**src/rtl/llsf_pkg.sv**
```systemverilog
package llsf_pkg;

    // Set size and number formats.
    localparam int MAX_POINTS = 64;
    localparam int FRAC_BITS  = 16;
    localparam int R2_FRAC    = 16;
    localparam int IN_W       = 24;
    localparam int CNT_W      = $clog2(MAX_POINTS + 1);
    localparam int ADDR_W     = $clog2(MAX_POINTS);
    localparam int SUM_W      = 32;
    localparam int SQ_W       = 56;
    localparam int OUT_W      = 32;
    localparam int R2_W       = 17;
    localparam int STAT_W     = 2;

    // Arithmetic unit widths.
    localparam int MUL_A_W = 88;
    localparam int MUL_B_W = 64;
    localparam int PROD_W  = 128;
    localparam int DIV_W   = 112;
    localparam int DEN_W   = 64;
    localparam int RES_W   = 64;
    localparam int SS_W    = 86;

    // Steps of the fit sequence.
    typedef enum logic [3:0] {
        ST_NSXX,
        ST_SXSX,
        ST_NSXY,
        ST_SXSY,
        ST_DIVB,
        ST_SXXSY,
        ST_SXSXY,
        ST_DIVA,
        ST_BX,
        ST_RR,
        ST_YY,
        ST_NSYY,
        ST_SYSY,
        ST_NSRES,
        ST_DIVR
    } step_t;

    // Controller to datapath.
    typedef struct packed {
        logic  capture;
        logic  accum;
        logic  fit_init;
        logic  start;
        logic  finish;
        logic  idx_clear;
        logic  idx_inc;
        logic  emit;
        step_t step;
    } cmd_t;

    // Datapath to controller.
    typedef struct packed {
        logic last_point;
        logic unit_done;
        logic dxx_nonpos;
        logic dyy_nonpos;
        logic idx_last;
        logic out_busy;
    } stat_t;

endpackage

```
**src/rtl/llsf_ctrl.sv**
```systemverilog
module llsf_ctrl
    import llsf_pkg::*;
(
    input  logic  clk,
    input  logic  rst_n,
    input  logic  in_valid,
    output logic  in_ready,
    input  stat_t stat,
    output cmd_t  cmd
);

    typedef enum logic [2:0] {
        C_IDLE,
        C_ACC,
        C_INIT,
        C_START,
        C_WAIT,
        C_FINISH,
        C_READ,
        C_EMIT
    } state_t;

    state_t state_reg;
    state_t state_next;
    step_t  step_reg;
    step_t  step_next;
    logic   skip;

    // A fit stops early when x or y has no spread.
    assign skip = ((step_reg == ST_NSXY) && stat.dxx_nonpos) ||
                  ((step_reg == ST_DIVR) && stat.dyy_nonpos);

    always_comb
    begin
        state_next    = state_reg;
        step_next     = step_reg;
        cmd           = '0;
        cmd.step      = step_reg;
        in_ready      = 1'b0;
        unique case (state_reg)
            C_IDLE:
            begin
                in_ready    = 1'b1;
                cmd.capture = in_valid;
                if (in_valid)
                begin
                    state_next = C_ACC;
                end
            end
            C_ACC:
            begin
                cmd.accum  = 1'b1;
                state_next = stat.last_point ? C_INIT : C_IDLE;
            end
            C_INIT:
            begin
                cmd.fit_init = 1'b1;
                step_next    = ST_NSXX;
                state_next   = C_START;
            end
            C_START:
            begin
                if (skip)
                begin
                    state_next = C_EMIT;
                end
                else
                begin
                    cmd.start  = 1'b1;
                    state_next = C_WAIT;
                end
            end
            C_WAIT:
            begin
                if (stat.unit_done)
                begin
                    state_next = C_FINISH;
                end
            end
            C_FINISH:
            begin
                cmd.finish = 1'b1;
                state_next = C_START;
                unique case (step_reg)
                    ST_NSXX:  step_next = ST_SXSX;
                    ST_SXSX:  step_next = ST_NSXY;
                    ST_NSXY:  step_next = ST_SXSY;
                    ST_SXSY:  step_next = ST_DIVB;
                    ST_DIVB:  step_next = ST_SXXSY;
                    ST_SXXSY: step_next = ST_SXSXY;
                    ST_SXSXY: step_next = ST_DIVA;
                    ST_DIVA:
                    begin
                        cmd.idx_clear = 1'b1;
                        step_next     = ST_BX;
                        state_next    = C_READ;
                    end
                    ST_BX:    step_next = ST_RR;
                    ST_RR:    step_next = ST_YY;
                    ST_YY:
                    begin
                        if (stat.idx_last)
                        begin
                            step_next = ST_NSYY;
                        end
                        else
                        begin
                            cmd.idx_inc = 1'b1;
                            step_next   = ST_BX;
                            state_next  = C_READ;
                        end
                    end
                    ST_NSYY:  step_next = ST_SYSY;
                    ST_SYSY:  step_next = ST_NSRES;
                    ST_NSRES: step_next = ST_DIVR;
                    ST_DIVR:  state_next = C_EMIT;
                    default:  state_next = C_EMIT;
                endcase
            end
            C_READ:
            begin
                state_next = C_START;
            end
            C_EMIT:
            begin
                if (!stat.out_busy)
                begin
                    cmd.emit   = 1'b1;
                    state_next = C_IDLE;
                end
            end
            default:
            begin
                state_next = C_IDLE;
            end
        endcase
    end

    // State and current step.
    always_ff @(posedge clk or negedge rst_n)
    begin
        if (!rst_n)
        begin
            state_reg <= C_IDLE;
            step_reg  <= ST_NSXX;
        end
        else
        begin
            state_reg <= state_next;
            step_reg  <= step_next;
        end
    end

endmodule

```
**config.mk**
```make
export PLATFORM = sky130hd
export DESIGN_NAME = llsf_ctrl
export DESIGN_NICKNAME = d
export VERILOG_FILES = /design/src/rtl/llsf_pkg.sv /design/src/rtl/llsf_ctrl.sv
export SDC_FILE = /design/constraint.sdc
export NUM_CORES = 1
export LEC_CHECK = 0
export BUFFER_PORTS_ARGS = -buffer_cell sky130_fd_sc_hd__buf_2
export CAP_MARGIN = 20
export CORE_UTILIZATION = 30
export CTS_CLUSTER_DIAMETER = 50
export DETAILED_ROUTE_END_ITERATION = 10
export SYNTH_ARGS = -nofsm -noshare
export SYNTH_HDL_FRONTEND = slang
export SYNTH_SLANG_ARGS = --single-unit
```
**constraint.sdc**
```tcl
create_clock -name clk -period 4.02 [get_ports clk]
set_input_delay 0.804 -clock clk [delete_from_list [all_inputs] [get_ports clk]]
set_output_delay 0.804 -clock clk [all_outputs]
set_load 0.01 [all_outputs]
```
==> results.md, run 1 <==
- Worst-Margin Slew: 428.8 ps
- Ranking of synthesized cells by area: sky130_fd_sc_hd__dfrtp_1, sky130_fd_sc_hd__nand3_1, sky130_fd_sc_hd__nor3b_2
- Post-route setup TNS: 0 ps
- Most common library cells after synthesis: sky130_fd_sc_hd__dfrtp_1, sky130_fd_sc_hd__nand3_1, sky130_fd_sc_hd__clkbuf_1, sky130_fd_sc_hd__nor3_1
- Starting DRT DRC Count: 8
- Outcome: completed
- Fmax: 0.4033 GHz
- Number of global-route vias before repair: 450
- Final setup violating endpoints: 0
- Peak ir drop on the vdd network: 0.1831 mV
- Largest register FFs: 4
- Total power of the final layout: 0.4182 mW
- Number of instances in the synthesized netlist: 64
- Horizontal die dimension: 44.99 um
- Library cell with the largest summed area after synthesis: sky130_fd_sc_hd__dfrtp_1
- Core Rows: 15
- Number of buffers added by the clock tree synthesis step: 3
- Switching share of total power: 0.4549
- Layout Nets: 92
- Final Hold Violating Endpoints: 0
- DR pass1 iterations: 4
- Most used flip-flop cell after synthesis: sky130_fd_sc_hd__dfrtp_1
- Power share of the sequential group: 0.391
- Async S/R FF share, synth: 1.000
- Top-area cell type share of the netlist area: 0.3160
- Total cell area at the placement stage: 651.9 um^2
- Type of the tightest min-delay check: in2async
- Port Buffer Count: 21
- Post-Layout Inst Area: 678.2 um^2
- Buffers inserted during post-CTS setup optimization: 0
- Die height: 44.99 um
- Required time reported for the critical path endpoint: 3220 ps
- Flop and latch count out of synthesis: 7
- Nature of the critical path startpoint: primary input
- Average detailed-routed wire length per instance: 10.97 um
- Top Ports: 22
- Pin count of the biggest net entering global routing: 13
- Clock tree from TritonCTS: built
- # H-tree levels: 1
- Number of buffers added to fix hold violations after cts: 0
- Routed wire length: 1174 um
- HPWL Detailed: 911.1 um
- Power Internal: 0.2279 mW
- Count of flip-flops with a built-in enable after synthesis: 0
- Post-synth net total: 73
- DRC errors left: 0
- Psw: 0.1902 mW
- Initial core utilization: 0.3210
- Setup WS post-layout: 1541 ps
- Die Area: 0.002024 mm^2
- Maxcap violations: 0
- Global-route total usage across every layer: 0.1367
- Final number of max-transition violations: 0
- Register clock-pin slew on the reported worst setup and hold paths: 50 ps
- Clock sink count: 7
- Via/cell ratio: 5.121
- Clock share of power: 0.153
- Residual antenna-violating net count after detailed routing: 0
- Buffer depth of the longest clock path: 2
- Core box area: 0.001727 mm^2
- Clock latency reported for the late side of the worst-skew pair: 250 ps
- Post-cts sizing count: 0
- Highest net fanout along the worst path: 2
- Unrepaired setup endpoints after global routing: no
- Number of diodes added for antenna fixing: 0
- Post-Synthesis Cell Area: 554.3 um^2
- Gpl congestion: 0.7778
- Type of the worst setup path: in2out
- Power density over the cells: 616.6 mW/mm^2
- Layout cells sized above 1: 0.3902
- Number of warnings issued by yosys: 0
- Wire length of the first global-routing pass: 1904 um
- P&R area growth vs syn: 22.35%
- Sequential area share after synthesis: 0.3160
- Rel. slew slack: 0.7141
- Avg Synthesized Cell Area: 8.661 um^2
- Fillers: 187
- Number of antenna violations at the first check in global routing: 0
- Type of element capturing the critical path: output pin
- Power share of the combinational group: 0.456
- Remaining global-route overflow: 0
- Final clock period utilization by the worst path: 0.6168
- Root Driver: sky130_fd_sc_hd__clkbuf_4
- Pre-CTS setup slack: 1542 ps
- Number of different library cells in the post-synthesis netlist: 34
- Total number of vias: 548
- Min Clock Period, post-route: 2479 ps
- Arrival time reported for the critical path endpoint: 1680 ps
- Static power due to leakage: 0.3313 nW
- Final worst clock skew: 0.6110 ps
per-layer routing:
layer,up-vias,track usage,wire length (um)
met5,-,0,0
met1,260,0.1753,566
li1,271,-,-
met3,4,0.04000,48
met4,0,0.1091,39
met2,13,0.1884,520
critical path: stages:
cell and delay (ps):
sky130_fd_sc_hd__buf_2 70, sky130_fd_sc_hd__or3b_4 360, sky130_fd_sc_hd__a21oi_2 200, sky130_fd_sc_hd__nor4b_2 80
sky130_fd_sc_hd__buf_2 160
worst paths after layout:
kind	from	end	slack (ps)	cells after the start
max	stat[3]	cmd[8]	1540	5
min	rst_n	step_reg[0]	380	1
max reg2reg	step_reg[3]	state_reg[1]	2510	4
min reg2reg	step_reg[1]	step_reg[1]	640	1
max in group asynchronous	rst_n	step_reg[1]	3490	1
min in group clk	step_reg[1]	step_reg[1]	640	1
power by group through the flow:
stage | clock [mW] | combinational, mW | sequential, mW
finish | 0.0638 | 0.191 | 0.164
global route | 0.0731 | 0.214 | 0.170
CTS | 0.0668 | 0.192 | 0.163
detailed placement | 0 | 0.193 | 0.163
global placement | 0 | 0.193 | 0.163
floorplan | 0 | 0.193 | 0.114
cell families after synthesis:
group / after synthesis / synth area share
multiplexers: 1 / 0.01806
AO/OA/AOI/OAI: 16 / 0.2009
buffers and inverters: 11 / 0.09704
AND/OR/NAND/NOR: 29 / 0.3680
flip-flops: 7 / 0.3160
layout make-up:
type	instances	area, um^2	share of cell area
timing repair buffer	21	105.1	0.1550
tap	25	31.28	0.04613
clock buffer	4	26.28	0.03875
sequential	7	175.2	0.2583
multi-input combinational	46	325.3	0.4797
inverter	4	15.01	0.02214
layout by cell type, fill, tap and decap left out, types with 2 or more instances in the layout:
| cell type | instances |
|---|---|
| sky130_fd_sc_hd__buf_2 | 21 |
| sky130_fd_sc_hd__nand3_1 | 7 |
| sky130_fd_sc_hd__dfrtp_1 | 7 |
| sky130_fd_sc_hd__nor3_1 | 4 |
| sky130_fd_sc_hd__inv_1 | 3 |
| sky130_fd_sc_hd__nor2_1 | 3 |
| sky130_fd_sc_hd__o21ai_0 | 3 |
| sky130_fd_sc_hd__o21ai_1 | 3 |
| sky130_fd_sc_hd__clkbuf_4 | 3 |
| sky130_fd_sc_hd__nor3b_2 | 2 |
| sky130_fd_sc_hd__nand2_1 | 2 |
| sky130_fd_sc_hd__nand2b_1 | 2 |
| sky130_fd_sc_hd__a21o_1 | 2 |
per-stage QoR:
stage / hold WS [ps] / instances / util
4_1_cts: 371.9 / 107 / 0.3928
3_5_place_dp: 640.2 / 103 / 0.3775
2_1_floorplan: 508.4 / 64 / -
5_1_grt: 371.7 / 107 / 0.3928
3_3_place_gp: 629.7 / 103 / 0.3775
6_report: 375.2 / 107 / 0.3928
Note: power is estimated with default switching activity, not from simulation.
==> run 2: changes to the inputs <==
- clock period: 4.02 -> 2.27 ns (I/O delays scaled with it)
==> run 2 against run 1 <==
Compared with the run above:
- via count shrank 2.6%
- clock skew is 2.4 ps higher
- die area is the same
- sequential share of layout area fell by 0.28 points
==> results.md, run 2 (synthesis gave the netlist of run 1 again) <==
- Outcome: completed
- P&R area growth vs syn: 23.70%
- Clock sink count: 7
- Port Buffer Count: 21
- Pin count of the biggest net entering global routing: 13
- Setup WS post-layout: 234.4 ps
- Final worst clock skew: 3.020 ps
- Routed wire length: 1185 um
- Largest stage delay on the critical path: 500 ps
- DRC errors left: 0
- Remaining global-route overflow: 0
- Final non-filler cell total: 108
- Startpoint of the most critical setup path: step_reg[3]
- Post-cts sizing count: 0
- Register-to-register setup slack: 740 ps
- Final-layout worst hold slack: 20.59 ps
- Buffers inserted during post-CTS setup optimization: 0
- Total power of the final layout: 0.7553 mW
- Seq. cell area: 175.2 um^2
- Buffer depth of the longest clock path: 2
- Final Hold Violating Endpoints: 0
- Final clock period utilization by the worst path: 0.8967
- Total cell area at the placement stage: 659.4 um^2
- Core box area: 0.001727 mm^2
- Layout cells sized above 1: 0.3976
- Final setup violating endpoints: 0
- Number of buffers added by the clock tree synthesis step: 3
- Post-route setup TNS: 0 ps
- Starting DRT DRC Count: 10
- Largest register FFs: 4
- Residual antenna-violating net count after detailed routing: 0
- R2R depth: 4
- Rel. slew slack: 0.7420
- End of the worst register-to-register path: state_reg[1]
- Number of cells after detailed placement: 104
- Die Area: 0.002024 mm^2
- Post-Layout Inst Area: 685.7 um^2
- Power density over the cells: 1102 mW/mm^2
- DR pass1 iterations: 3
- Unrepaired setup endpoints after global routing: no
- Root Driver: sky130_fd_sc_hd__clkbuf_4
- Area taken by multi-input logic gates: 325.3 um^2
- Total number of vias: 534
- Maxcap violations: 0
- Gpl congestion: 0.7839
- Register clock-pin slew on the reported worst setup and hold paths: 50 ps
- Crit path cell chain: or3b_4 -> a21oi_2 -> nor4b_2 -> buf_2
- Final number of max-transition violations: 0
- Type of element capturing the critical path: output pin
- Number of diodes added for antenna fixing: 0
- Number of antenna violations at the first check in global routing: 0
- Top Ports: 22
- Clock tree from TritonCTS: built
- Horizontal die dimension: 44.99 um
- Static power due to leakage: 0.3364 nW
- Global-route total usage across every layer: 0.1361
- Final core utilization: 0.3971
- Nature of the critical path startpoint: register
- Average detailed-routed wire length per instance: 10.97 um
- Fillers: 197
- Initial core utilization: 0.3210
- Timing endpoint of the critical path: cmd[8]
- Number of buffers added to fix hold violations after cts: 0
- HPWL Detailed: 920.8 um
- Highest net fanout along the worst path: 12
- Core Rows: 15
- Via/cell ratio: 4.944
- Clock latency reported for the late side of the worst-skew pair: 250 ps
- Pre-CTS setup slack: 495.3 ps
- Arrival time reported for the critical path endpoint: 1580 ps
- Most frequent standard cell in the layout excluding fill and tap cells: sky130_fd_sc_hd__buf_2
- Fmax: 0.4913 GHz
- Peak ir drop on the vdd network: 0.2916 mV
- Required time reported for the critical path endpoint: 1820 ps
- Die height: 44.99 um
- Critical Path Slowest Stage Cell: sky130_fd_sc_hd__dfrtp_1
- Worst-Margin Slew: 377.3 ps
- Min Clock Period, post-route: 2036 ps
- # H-tree levels: 1
- Type of the worst setup path: reg2out
- RR Startpoint: step_reg[3]
- Layout Nets: 93
- Number of global-route vias before repair: 411
- Type of the tightest min-delay check: in2async
- Wire length of the first global-routing pass: 1863 um
- Commonest cells after routing, fill and taps aside: sky130_fd_sc_hd__buf_2, sky130_fd_sc_hd__nand3_1, sky130_fd_sc_hd__dfrtp_1, sky130_fd_sc_hd__nor3_1
[run 2: cell type report]
cell class | instances | area share
Sequential cell | 7 | 0.2555
Tap cell | 25 | 0.04562
Timing Repair Buffer | 22 | 0.1642
Multi-Input combinational cell | 46 | 0.4745
Inverter | 4 | 0.02190
Clock buffer | 4 | 0.03832
[run 2: worst min path at each step]
stage | slack (ps) | endpoint | start | cells past startpoint
finish | 20 | step_reg[1] | rst_n | 1
global route | 7 | step_reg[1] | rst_n | 1
global placement | 290 | step_reg[1] | rst_n | 1
floorplan | 160 | state_reg[0] | rst_n | 0
CTS | 10 | step_reg[1] | rst_n | 1
detailed placement | 290 | step_reg[1] | rst_n | 1
[run 2: worst max-delay path: cells and delay by family, from the launching register on]
family | cells | cell delay [ps]
AO/OA/AOI/OAI | 1 | 190
AND/OR/NAND/NOR | 2 | 500
flip-flops | 1 | 500
buffers and inverters | 1 | 140
[run 2: power by group]
part | switching [mW] | internal (mW) | total, mW | leakage, nW
logic | 0.193 | 0.178 | 0.372 | 0.231
registers | 0.101 | 0.168 | 0.269 | 0.0908
clock network | 0.0474 | 0.0672 | 0.115 | 0.0150
[run 2: per-layer routing]
layer | global-route usage | routed length, um | vias up
li1 | - | - | 273
met1 | 0.1935 | 597 | 252
met2 | 0.1594 | 546 | 9
met3 | 0.04800 | 41 | 0
met4 | 0.1091 | 0 | 0
met5 | 0 | 0 | -
==> run 3: changes to the inputs <==
- RECOVER_POWER: default -> 50
==> run 3 against run 2 <==
Compared with the run above:
- worst hold slack better by 62 ps
- setup slack worse by 61 ps
- die area is the same
- critical endpoint is now cmd[9]
- fmax down 2.9%
- global-route usage did not move
- clock skew is 1.5 ps higher
- register-to-register slack got worse by 120 ps
- largest cell class unchanged
- final cell count unchanged
- first-iteration DRC count decreased by 50%
- sequential cell count unchanged
- utilization decreased by 0.65 points
==> results.md, run 3 (synthesis gave the netlist of run 1 again) <==
- Number of buffers added to fix hold violations after cts: 0
- Layout Nets: 93
- DRC errors left: 0
- Post-Layout Inst Area: 674.4 um^2
- Number of diodes added for antenna fixing: 0
- Layout cells sized above 1: 0.3494
- Largest register FFs: 4
- Crit path cell chain: clkbuf_1 -> nor3b_1 -> buf_2
- Top cell family by delay on the critical path: simple AND/OR/NAND/NOR gates
- Core Rows: 15
- Number of buffers added by the clock tree synthesis step: 3
- Unrepaired setup endpoints after global routing: no
- Pre-CTS setup slack: 495.3 ps
- Clock tree from TritonCTS: built
- Outcome: completed
- Buffer depth of the longest clock path: 2
- Routed wire length: 1185 um
- Clock latency reported for the late side of the worst-skew pair: 250 ps
- Final number of max-transition violations: 0
- Total power of the final layout: 0.7379 mW
- Fmax: 0.4770 GHz
- Residual antenna-violating net count after detailed routing: 0
- Peak ir drop on the vdd network: 0.2734 mV
- Via/cell ratio: 4.991
- Register clock-pin slew on the reported worst setup and hold paths: 50 ps
- Initial core utilization: 0.3210
- Pin count of the biggest net entering global routing: 13
- Commonest cells after routing, fill and taps aside: sky130_fd_sc_hd__buf_2, sky130_fd_sc_hd__nand3_1, sky130_fd_sc_hd__dfrtp_1, sky130_fd_sc_hd__o21ai_0
- Average detailed-routed wire length per instance: 10.97 um
- Starting DRT DRC Count: 5
- Final Hold Violating Endpoints: 0
- Critical Path Slowest Stage Cell: sky130_fd_sc_hd__nor3b_1
- Buffers inserted during post-CTS setup optimization: 0
- Setup WS post-layout: 173.6 ps
- Arrival time reported for the critical path endpoint: 1640 ps
- Maxcap violations: 0
- Type of the worst setup path: reg2out
- Remaining global-route overflow: 0
- Final-layout worst hold slack: 82.49 ps
- Min Clock Period, post-route: 2096 ps
- Number of antenna violations at the first check in global routing: 0
- Root Driver: sky130_fd_sc_hd__clkbuf_4
- Nature of the critical path startpoint: register
- P&R area growth vs syn: 21.67%
- Final setup violating endpoints: 0
- Global-route total usage across every layer: 0.1361
- Highest net fanout along the worst path: 10
- Clock sink count: 7
- Gpl congestion: 0.7839
- HPWL Detailed: 920.8 um
- Type of the tightest min-delay check: in2async
- Number of buffer and inverter instances along the worst setup path: 2
- Die height: 44.99 um
- Total number of vias: 539
- Worst-Margin Slew: 529.4 ps
- Type of element capturing the critical path: output pin
- DR pass1 iterations: 4
- Core box area: 0.001727 mm^2
- Die Area: 0.002024 mm^2
- Total cell area at the placement stage: 659.4 um^2
- Rel. slew slack: 0.6463
- Final clock period utilization by the worst path: 0.9235
- Final worst clock skew: 4.478 ps
- Wire length of the first global-routing pass: 1863 um
- Power density over the cells: 1094 mW/mm^2
- Post-cts sizing count: 0
- Horizontal die dimension: 44.99 um
- Post-route setup TNS: 0 ps
- Port Buffer Count: 21
- Static power due to leakage: 0.3239 nW
- Largest stage delay on the critical path: 520 ps
- Top Ports: 22
- Number of global-route vias before repair: 411
- # H-tree levels: 1
- Most frequent standard cell in the layout excluding fill and tap cells: sky130_fd_sc_hd__buf_2
- Required time reported for the critical path endpoint: 1820 ps
[run 3: cell count changes in the layout (fill, tap and decap cells not counted), sizes merged]
cell	before	now
buf	22	19
clkbuf	4	7
[run 3: final timing paths]
check | startpoint | slack (ps) | depth (start not counted) | to
setup / recovery | state_reg[2] | 170 | 3 | cmd[9]
hold / removal | rst_n | 80 | 1 | step_reg[2]
setup reg to reg | state_reg[2] | 620 | 5 | step_reg[1]
hold reg to reg | step_reg[1] | 630 | 1 | step_reg[1]
max in group asynchronous | rst_n | 1920 | 1 | state_reg[1]
min in group clk | stat[5] | 550 | 3 | state_reg[1]
[run 3: per-stage QoR]
step,utilization,cells
2_1_floorplan,-,64
3_3_place_gp,0.3819,104
3_5_place_dp,0.3819,104
4_1_cts,0.3971,108
5_1_grt,0.3906,108
6_report,0.3906,108
[run 3: layout make-up]
class,count,area (um^2)
Inverter,4,15.01
Fill cell,200,1052
Clock buffer,4,26.28
Multi-Input combinational cell,46,320.3
Timing Repair Buffer,22,106.4
Tap cell,25,31.28
Sequential cell,7,175.2
[run 3: layer usage]
layer | part of all wire | GRT usage | up-vias
met5 | 0 | 0 | -
met4 | 0 | 0.1091 | 0
met3 | 0.040 | 0.04800 | 0
met2 | 0.45 | 0.1594 | 9
met1 | 0.51 | 0.1935 | 257
li1 | - | - | 273
[run 3: power by group]
part / switching, mW / internal [mW]
logic: 0.191 / 0.166
registers: 0.0990 / 0.168
clock network: 0.0466 / 0.0671
total: 0.337 / 0.401
